## config.mk

```make
export PLATFORM = sky130hd
export DESIGN_NAME = ppm_sum_frame_decoder
export DESIGN_NICKNAME = d
export VERILOG_FILES = /design/src/hw/rtl/ppmsfd_pkg.sv /design/src/hw/rtl/ppm_sum_frame_decoder.sv
export SDC_FILE = /design/constraint.sdc
export NUM_CORES = 1
export LEC_CHECK = 0
export ABC_AREA = 1
export BUFFER_PORTS_ARGS = -buffer_cell sky130_fd_sc_hd__buf_4
export CAP_MARGIN = 20
export CORE_ASPECT_RATIO = 0.6
export CORE_UTILIZATION = 54
export CTS_BUF_LIST = sky130_fd_sc_hd__clkbuf_4
export CTS_CLUSTER_SIZE = 12
export DETAILED_ROUTE_END_ITERATION = 12
export PLACE_DENSITY = 0.7
export SKIP_CTS_REPAIR_TIMING = 1
export SYNTH_ARGS = -nofsm -noshare
export SYNTH_HDL_FRONTEND = slang
export SYNTH_SLANG_ARGS = --single-unit
```

## constraint.sdc

```tcl
create_clock -name clk -period 8.27 [get_ports clk]
set_clock_uncertainty 0.15 [all_clocks]
set_input_delay 0.827 -clock clk [delete_from_list [all_inputs] [get_ports clk]]
set_output_delay 0.827 -clock clk [all_outputs]
set_load 0.02 [all_outputs]
```

## src/hw/rtl/ppmsfd_pkg.sv

```systemverilog
package ppmsfd_pkg;

	// Number of interval slots kept by the decoder.
	localparam int unsigned NUM_SLOTS   = 12;
	localparam int unsigned SLOT_IDX_W  = (NUM_SLOTS > 1) ? $clog2(NUM_SLOTS) : 1;

	localparam logic [15:0] SYNC_GAP_MIN_RST = 16'd4000;
	localparam logic [15:0] SYNC_GAP_MAX_RST = 16'd21000;
	localparam logic [15:0] PULSE_MIN_RST    = 16'd900;
	localparam logic [15:0] PULSE_MAX_RST    = 16'd2200;
	localparam logic [3:0]  FINAL_SLOT_RST   = 4'd8;
	localparam logic [15:0] SLOT_RST         = 16'd1500;

	localparam logic [3:0]  PTR_MAX   = 4'd15;
	localparam logic [3:0]  COUNT_MAX = 4'd15;

	typedef enum logic [2:0] {
		REG_SYNC_GAP_MIN = 3'd0,
		REG_SYNC_GAP_MAX = 3'd1,
		REG_PULSE_MIN    = 3'd2,
		REG_PULSE_MAX    = 3'd3,
		REG_FINAL_SLOT   = 3'd4
	} cfg_reg_t;

	typedef enum logic {
		ACT_EDGE = 1'b0,
		ACT_READ = 1'b1
	} action_t;

endpackage

```

## src/hw/rtl/ppm_sum_frame_decoder.sv

```systemverilog
// PPM sum-stream frame decoder.
// Input beats on the s_ channel carry either a rising-edge timestamp
// (s_tuser low) or a slot read request (s_tuser high). Each accepted beat
// yields exactly one result beat on the m_ channel with the stored slot
// value (zero for edge beats), the in-window pulse count, the in-frame flag
// and the slot index the next interval goes to.
// An edge beat measures the wrapping interval since the previous edge; a
// gap inside the sync window opens a frame in slot 0, and each later
// interval fills the next slot until the final slot is passed.
// A beat lands in the input register, and the interval, window compares
// and slot write happen as it moves on to the output register. One beat
// per cycle is sustained while the receiver keeps m_tready high; the input
// register and the output register each hold one beat.
// When the receiver stalls, the output register holds its beat and the
// input register still takes one more beat before s_tready drops.
// Reset clears the frame state and previous timestamp, loads the default
// thresholds and sets every slot to 1500. The APB port writes thresholds;
// writes should be made while no beat is in flight.
module ppm_sum_frame_decoder
	import ppmsfd_pkg::*;
(
	input  logic        clk,
	input  logic        arst_n,

	input  logic        s_tvalid,
	output logic        s_tready,
	input  logic [39:0] s_tdata,   // [31:0] edge_time, [35:32] read_slot, [39:36] zero
	input  logic        s_tuser,   // [0] action

	output logic        m_tvalid,
	input  logic        m_tready,
	// [15:0] slot_value, [19:16] valid_count, [20] in_frame, [24:21] next_slot, [31:25] zero
	output logic [31:0] m_tdata,

	input  logic        psel,
	input  logic        penable,
	input  logic        pwrite,
	input  logic [4:0]  paddr,
	input  logic [31:0] pwdata,
	output logic [31:0] prdata,
	output logic        pready
);

	// Configuration registers.
	logic [15:0] sync_gap_min_q, sync_gap_max_q, pulse_min_q, pulse_max_q;
	logic [3:0]  final_slot_q;

	// Decoder state.
	logic [31:0] prev_edge_q;
	logic [3:0]  slot_ptr_q;
	logic        frame_active_q;
	logic [3:0]  good_pulses_q;
	logic [15:0] slot_store_q [NUM_SLOTS];

	// Input register.
	logic        valid_s1;
	action_t     action_s1;
	logic [31:0] edge_time_s1;
	logic [3:0]  read_slot_s1;

	// Output register.
	logic        out_valid_q;
	logic [31:0] out_data_q;

	logic        advance;
	logic        cfg_wr;
	cfg_reg_t    cfg_sel;

	logic [31:0] diff;
	logic        is_sync, in_pulse;
	logic [15:0] diff_sat;
	logic [3:0]  ptr_n, good_n;
	logic        active_n;
	logic        wr_en, last_written;
	logic [3:0]  wr_idx;
	logic [15:0] rd_value;

	assign pready  = 1'b1;
	assign cfg_wr  = psel & penable & pwrite & pready;
	assign cfg_sel = cfg_reg_t'(paddr[4:2]);

	always_comb begin
		unique case (cfg_sel)
			REG_SYNC_GAP_MIN: prdata = {16'd0, sync_gap_min_q};
			REG_SYNC_GAP_MAX: prdata = {16'd0, sync_gap_max_q};
			REG_PULSE_MIN:    prdata = {16'd0, pulse_min_q};
			REG_PULSE_MAX:    prdata = {16'd0, pulse_max_q};
			REG_FINAL_SLOT:   prdata = {28'd0, final_slot_q};
			default:          prdata = 32'd0;
		endcase
	end

	always_ff @(posedge clk or negedge arst_n) begin
		if (!arst_n) begin
			sync_gap_min_q <= SYNC_GAP_MIN_RST;
			sync_gap_max_q <= SYNC_GAP_MAX_RST;
			pulse_min_q    <= PULSE_MIN_RST;
			pulse_max_q    <= PULSE_MAX_RST;
			final_slot_q   <= FINAL_SLOT_RST;
		end else if (cfg_wr) begin
			unique case (cfg_sel)
				REG_SYNC_GAP_MIN: sync_gap_min_q <= pwdata[15:0];
				REG_SYNC_GAP_MAX: sync_gap_max_q <= pwdata[15:0];
				REG_PULSE_MIN:    pulse_min_q    <= pwdata[15:0];
				REG_PULSE_MAX:    pulse_max_q    <= pwdata[15:0];
				REG_FINAL_SLOT:   final_slot_q   <= pwdata[3:0];
				default: ;
			endcase
		end
	end

	// The input register moves on whenever the output register is free or
	// being drained this cycle.
	assign advance  = !out_valid_q || m_tready;
	assign s_tready = !valid_s1 || advance;
	assign m_tvalid = out_valid_q;
	assign m_tdata  = out_data_q;

	always_ff @(posedge clk or negedge arst_n) begin
		if (!arst_n) begin
			valid_s1 <= 1'b0;
		end else if (s_tready) begin
			valid_s1 <= s_tvalid;
		end
	end

	always_ff @(posedge clk) begin
		if (s_tvalid && s_tready) begin
			action_s1    <= action_t'(s_tuser);
			edge_time_s1 <= s_tdata[31:0];
			read_slot_s1 <= s_tdata[35:32];
		end
	end

	assign diff     = edge_time_s1 - prev_edge_q;
	assign is_sync  = (diff > {16'd0, sync_gap_min_q}) && (diff < {16'd0, sync_gap_max_q});
	assign in_pulse = (diff >= {16'd0, pulse_min_q}) && (diff <= {16'd0, pulse_max_q});
	assign diff_sat = (|diff[31:16]) ? 16'hFFFF : diff[15:0];

	always_comb begin
		ptr_n        = slot_ptr_q;
		good_n       = good_pulses_q;
		active_n     = frame_active_q;
		wr_en        = 1'b0;
		wr_idx       = 4'd0;
		last_written = 1'b0;
		if (action_s1 == ACT_EDGE) begin
			if (is_sync) begin
				wr_en    = 1'b1;
				ptr_n    = 4'd1;
				good_n   = 4'd0;
				active_n = 1'b1;
			end else if (frame_active_q) begin
				wr_idx       = slot_ptr_q;
				wr_en        = {1'b0, slot_ptr_q} < 5'(NUM_SLOTS);
				last_written = ({1'b0, slot_ptr_q} + 5'd1) >= 5'(NUM_SLOTS);
				if (slot_ptr_q != PTR_MAX)
					ptr_n = slot_ptr_q + 4'd1;
				if (in_pulse && good_pulses_q != COUNT_MAX)
					good_n = good_pulses_q + 4'd1;
			end
			if (ptr_n > final_slot_q || last_written) begin
				active_n = 1'b0;
				good_n   = 4'd0;
			end
		end
	end

	always_comb begin
		rd_value = 16'd0;
		if (action_s1 == ACT_READ && {1'b0, read_slot_s1} < 5'(NUM_SLOTS))
			rd_value = slot_store_q[read_slot_s1[SLOT_IDX_W-1:0]];
	end

	always_ff @(posedge clk or negedge arst_n) begin
		if (!arst_n) begin
			prev_edge_q    <= 32'd0;
			slot_ptr_q     <= 4'd0;
			frame_active_q <= 1'b0;
			good_pulses_q  <= 4'd0;
			for (int i = 0; i < NUM_SLOTS; i++)
				slot_store_q[i] <= SLOT_RST;
		end else if (advance && valid_s1 && action_s1 == ACT_EDGE) begin
			prev_edge_q    <= edge_time_s1;
			slot_ptr_q     <= ptr_n;
			frame_active_q <= active_n;
			good_pulses_q  <= good_n;
			if (wr_en)
				slot_store_q[wr_idx[SLOT_IDX_W-1:0]] <= diff_sat;
		end
	end

	always_ff @(posedge clk or negedge arst_n) begin
		if (!arst_n) begin
			out_valid_q <= 1'b0;
		end else if (advance) begin
			out_valid_q <= valid_s1;
		end
	end

	always_ff @(posedge clk) begin
		if (advance && valid_s1)
			out_data_q <= {7'd0, ptr_n, active_n, good_n, rd_value};
	end

`ifndef NO_ASSERTIONS
	// A frame in progress always points at a slot inside the store.
	a_frame_ptr: assert property (@(posedge clk) disable iff (!arst_n)
		frame_active_q |-> (slot_ptr_q != 4'd0 && {1'b0, slot_ptr_q} < 5'(NUM_SLOTS)))
		else $error("frame active with slot pointer out of range");

	// Outside a frame the pulse count is always clear.
	a_idle_count: assert property (@(posedge clk) disable iff (!arst_n)
		!frame_active_q |-> good_pulses_q == 4'd0)
		else $error("pulse count nonzero outside a frame");

	// An empty output register never backpressures the input side.
	a_ready_free: assert property (@(posedge clk) disable iff (!arst_n)
		!m_tvalid |-> s_tready)
		else $error("input stalled while output register empty");
`endif

endmodule
```

==> results.ini, run 1 <==
[outcome]
status=finished, violations left
violations=negative hold slack

[routing]
drt_pass1_iterations=7
wirelength_um=61500
vias_per_cell=5.62
num_vias=19000
post-route-drc-count=0
drt-initial-drc-count=2150
wl_per_cell_um=18.2
drtAntennaViolNets=0

[synthesis]
yosysMostFrequentCell=nand2_1
synth_area_leader_cell=dfrtp_1
synth-seq-area-share_pct=45.3
ys_dominant_reg_cell=dfrtp_1
synth_common_cells=876 x nand2_1, 265 x nand3_1, 262 x inv_1
ys_warn_count=0
synthArstFlopShare_pct=83.0
synth_seq_cells=365
ys_types=58
synth_edf_count=62
synthCells=2694
yosys-top-cells-area=dfrtp_1 24%, nand2_1 16%, dfstp_2 13%
synth_area_mm2=0.0212
postSynthAreaPerCell_um2=7.85
synth_top_area_share_pct=23.7

[placement]
hpwlAfterDp_um=42400
place_ws_ps=2530
gp_congestion=0.910
placed_area_mm2=0.0221
portBuffers=105

[sta]
min_period_ps=5850
report.final.slew_viol_count=0
maxSlewHeadroom_pct=15.4
setup_viol=0
fin_crit_sh_pct=70.7
rsz0062_at_grt=false
final.setup.tns_ps=0
hold_ws_ps=-26.0
tightest_slew_ps=1260
worst_slack_ps=2420
timing.fmax_mhz=171
final-hold-violation-count=21

[setup_path]
crit_path_frequent_cell=nand2_1
r2r_start=edge_time_s1[0]
slowest_stage=xor2_1
rr_worst_depth=31
end_kind=flop
arrival_ps=6400
critPathMaxFanout=15
worstPathRequired_ps=8820
r2r_slack_ps=2420
reg2reg_to=good_pulses_q[0]
cpPeakStageDelay_ps=620
startpoint_type=flop
crit_type=flop to flop

[clocking]
cts_tree=yes
clockBufferDepth=3
clk_pin_slew_ps=70
htree_levels=3
insertion_delay_ps=810
cts.sinks=365
numCtsBuffers=89
clockRootBuffer=clkbuf_4

[pwr]
ir_drop_mv=0.143
pwr-share-clk_pct=25.2
intPower_mw=4.01
seqPwrFrac_pct=35.6
p_sw_share_pct=40.2
power.leakage_nw=11.8
p_comb_share_pct=39.2
total_power_mw=6.69
p_sw_mw=2.69
p_per_area_mw_per_mm2=286

[die]
num_rows=55
start_util_pct=55.5
dieArea_mm2=0.0400
core_area_mm2=0.0381
die_y_um=155
die_w_um=258
pin_count=152

[hold_path]
hp-class=input pin to asynchronous set/reset pin

[final_layout]
layout-drive-gt1-share_pct=15.7
syn_to_final_growth_pct=10.7
design_area_mm2=0.0234
fillCellCount=3505
num-nets-final=2981

[flow_run]
drv_cap=0

[global_routing]
grt_pass1_wl_um=97300
track_usage_pct=31.0
overflow=0
antenna_found_initial=1
grt_pass1_vias=18000
grt_max_degree=184

[power groups by stage]
stage	combinational [mW]	sequential, mW	clock, mW
6_report	2.62	2.38	1.69
5_1_grt	2.95	2.41	1.81
4_1_cts	2.58	2.38	1.72
3_5_place_dp	2.57	2.41	0
3_3_place_gp	2.46	2.40	0
2_1_floorplan	1.77	2.38	0
[logic make-up (layout without fill, tap and decap cells)]
group,after synthesis,after routing,synth area share (%)
compound gates,339,339,9.56
flops,365,365,45.3
mux,23,23,1.09
buf+inv,422,575,8.69
simple gates,1424,1424,28.6
xor+xnor,17,17,0.704
fa+ha+maj,102,102,6.07
other cells,2,25,0.0355
[per-stage QoR]
step | util, % | std cells | hold slack (ps)
global placement | 58.0 | 3213 | 298
floorplan | - | 2716 | 287
detailed placement | 58.0 | 3213 | 303
CTS | 61.3 | 3379 | -21.5
finish | 61.4 | 3383 | -26.0
global route | 61.4 | 3383 | -4.05
[sequential cells by signal (all words and copies together), names as in the netlist, 16 cells and up]
| register | count |
|---|---|
| sync_gap_max_q | 16 |
| pulse_min_q | 16 |
| sync_gap_min_q | 16 |
| pulse_max_q | 16 |
| edge_time_s1 | 32 |
| m_tdata | 25 |
| slot_store_q | 192 |
| prev_edge_q | 32 |
[worst max-delay path: cells and delay by family, from the launching register on]
kind,cells,cell delay [ps]
xor+xnor,1,620
simple gates,20,2670
compound gates,2,300
flops,1,370
fa+ha+maj,4,1280
buf+inv,4,380
[cells in the final DEF (no fill, tap or decap), types with 19 or more instances in the layout]
master and instances:
clkbuf_4 152, ha_1 101, o21ai_0 169, nand3_1 265
nor2_1 185, o32ai_1 25, mux2i_1 23, o221ai_1 23
inv_1 262, buf_4 129, conb_1 24, dfrtp_1 200
nand2_1 876, dfstp_2 103, edfxtp_1 62, nand4_1 19
a21oi_1 73
[worst max-delay path by stage]
stage | endpoint | cells past startpoint | startpoint | slack, ps
3_3_place_gp | slot_store_q[69] | 26 | edge_time_s1[0] | 2690
3_5_place_dp | good_pulses_q[0] | 31 | edge_time_s1[0] | 2530
5_1_grt | good_pulses_q[0] | 31 | edge_time_s1[0] | 1970
4_1_cts | good_pulses_q[0] | 31 | edge_time_s1[0] | 2510
2_1_floorplan | good_pulses_q[1] | 32 | edge_time_s1[0] | 3780
6_report | good_pulses_q[0] | 31 | edge_time_s1[0] | 2420
[routing by layer]
layer	GRT usage, %	vias to the layer above	wire, µm
met2	43.4	874	24800
met5	0	-	0
li1	-	8992	-
met3	7.69	120	6450
met4	8.96	0	1300
met1	46.9	9031	28900
[cell type report]
class                   count  area (µm²)  area share [%]
multi-input cells        1929        9860            42.1
well taps                 513         642            2.74
diodes                      1        2.50          0.0107
inverters                 275        1040            4.43
clock buffers             152        1140            4.87
clock inverters            14         136           0.582
flip-flops and latches    365        9570            40.9
repair buffers            134        1040            4.43
(Power assumes the default switching activity.)
==> inputs of run 2 (changes only) <==
--- a/config.mk
+++ b/config.mk
@@ -13,7 +13,7 @@
 export CTS_BUF_LIST = sky130_fd_sc_hd__clkbuf_4
 export CTS_CLUSTER_SIZE = 12
 export DETAILED_ROUTE_END_ITERATION = 12
-export PLACE_DENSITY = 0.7
+export PLACE_DENSITY = 0.72
 export SKIP_CTS_REPAIR_TIMING = 1
 export SYNTH_ARGS = -nofsm -noshare
 export SYNTH_HDL_FRONTEND = slang
==> constraint.sdc (replaced) <==
create_clock -name clk -period 4.74 [get_ports clk]
set_clock_uncertainty 0.15 [all_clocks]
set_input_delay 0.474 -clock clk [delete_from_list [all_inputs] [get_ports clk]]
set_output_delay 0.474 -clock clk [all_outputs]
set_load 0.02 [all_outputs]
==> run 2 against run 1 <==
  * Global-route usage down 0.56 points
  * Sequential power up 75%
  * The flow now finishes without violations
  * Fmax up 26%
  * Cell area up 7.3%
  * Die area unchanged
  * Critical endpoint is now slot_store_q[31]
  * Largest cell class unchanged
  * Highest routed layer unchanged
  * Register-to-register slack worse by 2300 ps
  * Count of clock-buffer cells in the layout unchanged
==> results.ini, run 2 (synthesis gave the netlist of run 1 again) <==
[clocking]
numCtsBuffers=89
insertion_delay_ps=800
htree_levels=3
clk_pin_slew_ps=80
cts_tree=yes
cts.sinks=365
clockRootBuffer=clkbuf_4
clockBufferDepth=3

[placement]
placed_area_mm2=0.0229
portBuffers=105
gp_congestion=0.936
hpwlAfterDp_um=43100
place_ws_ps=-226

[global_routing]
grt_pass1_vias=18100
grt_max_degree=122
grt_pass1_wl_um=96600
track_usage_pct=30.4
overflow=0
antenna_found_initial=1

[routing]
post-route-drc-count=0
wl_per_cell_um=17.6
drt-initial-drc-count=2096
drtAntennaViolNets=0
vias_per_cell=5.57
wl_met1_um=28900
drt_pass1_iterations=6
wirelength_um=62300
wl_met3_um=6380
top_layer=met4
num_vias=19700
wl_met2_um=25900

[setup_path]
crit_end=slot_store_q[31]
worstPathRequired_ps=5240
end_kind=flop
critPathMaxFanout=19
rr_worst_depth=24
arrival_ps=5150
crit_type=flop to flop
startpoint_type=flop
r2r_start=edge_time_s1[6]
r2r_slack_ps=90
reg2reg_to=slot_store_q[31]
cp-startpoint=edge_time_s1[6]

[outcome]
status=complete, no violations

[sta]
report.final.slew_viol_count=0
timing.fmax_mhz=215
hold_ws_ps=96.0
tightest_slew_ps=1110
worst_slack_ps=92.8
rsz0062_at_grt=true
maxSlewHeadroom_pct=25.9
fin_crit_sh_pct=98.0
final-hold-violation-count=0
min_period_ps=4650
setup_viol=0

[pwr]
intPower_mw=7.37
p_sw_mw=4.90
seqPwrFrac_pct=34.0
p_sw_share_pct=39.9
total_power_mw=12.3
p_per_area_mw_per_mm2=488
p_comb_share_pct=43.1
ir_drop_mv=0.261
pwr-share-clk_pct=23.0
power.leakage_nw=12.6

[die]
die_y_um=155
start_util_pct=55.5
die_w_um=258
dieArea_mm2=0.0400
pin_count=152
core_area_mm2=0.0381
num_rows=55

[final_layout]
reg_top3=slot_store_q: 192 flops, edge_time_s1: 32 flops, prev_edge_q: 32 flops
layout_common_cells=859 x nand2_1, 263 x nand3_1, 256 x inv_1
layout-drive-gt1-share_pct=20.2
syn_to_final_growth_pct=18.9
final_common_cell=nand2_1
design_area_mm2=0.0251
largest_register_ffs=192
regMostFlops=slot_store_q
final_util_pct=66.0
num-nets-final=3132

[hold_path]
hp-class=input pin to asynchronous set/reset pin

[flow_run]
drv_cap=0

[run 2: cell types whose count changed in the layout (fill, tap and decap cells not counted), moves of 14 or more]
cell,change
ha_1,-15
nand2_1,-17
dlygate4sd3_1,+56
ha_4,+14
nand2_2,+15
buf_4,+87
[run 2: critical path: stages, from the launching register on]
cell and delay (ps):
edfxtp_1 470, ha_4 330, nand2_2 70, nor2_2 200, buf_4 150, nand3_1 70, nand3_1 160, xor2_2 270
ha_1 300, nand2_1 70, inv_1 30, o21ai_0 160, a21oi_1 100, nor4_1 170, nand2_1 130, nor2_4 170
nand3_4 140, buf_4 160, buf_4 180, nand2_2 80, nand2_4 100, inv_6 240, nand2_2 360, nand2_1 150
nand2_1 60
[run 2: how the worst min path moves through the flow]
stage | to | cells past startpoint
CTS | slot_store_q[137] | 1
global placement | slot_store_q[159] | 2
global route | sync_gap_max_q[7] | 2
floorplan | final_slot_q[0] | 0
detailed placement | slot_store_q[18] | 2
finish | sync_gap_max_q[7] | 2
[run 2: through the flow]
stage,TNS [ps],std cells
after CTS,-2030,3468
after floorplan,0,2716
after global routing,-1140,3534
final,0,3534
after detailed placement,-1820,3302
after global placement,-513,3302
[run 2: power groups by stage]
| stage | registers [mW] | logic (mW) | clock network, mW |
|---|---|---|---|
| 4_1_cts | 4.16 | 4.81 | 2.87 |
| 3_5_place_dp | 4.21 | 4.78 | 0 |
| 2_1_floorplan | 4.16 | 3.09 | 0 |
| 6_report | 4.17 | 5.29 | 2.82 |
| 3_3_place_gp | 4.19 | 4.62 | 0 |
| 5_1_grt | 4.23 | 5.87 | 3.02 |
[run 2: metal layers]
layer,vias up,global-route usage (%)
li1,9310,-
met4,0,8.48
met3,101,6.45
met2,976,42.6
met1,9301,47.0
met5,-,0
[run 2: final cells by class]
cell class / instances / area [µm²]
fillers: 3230 / 13000
diodes: 1 / 2.50
well taps: 513 / 642
multi-input cells: 1929 / 10300
clock buffers: 152 / 1140
clock inverters: 14 / 81.3
inverters: 275 / 1040
flip-flops and latches: 365 / 9570
repair buffers: 285 / 2400
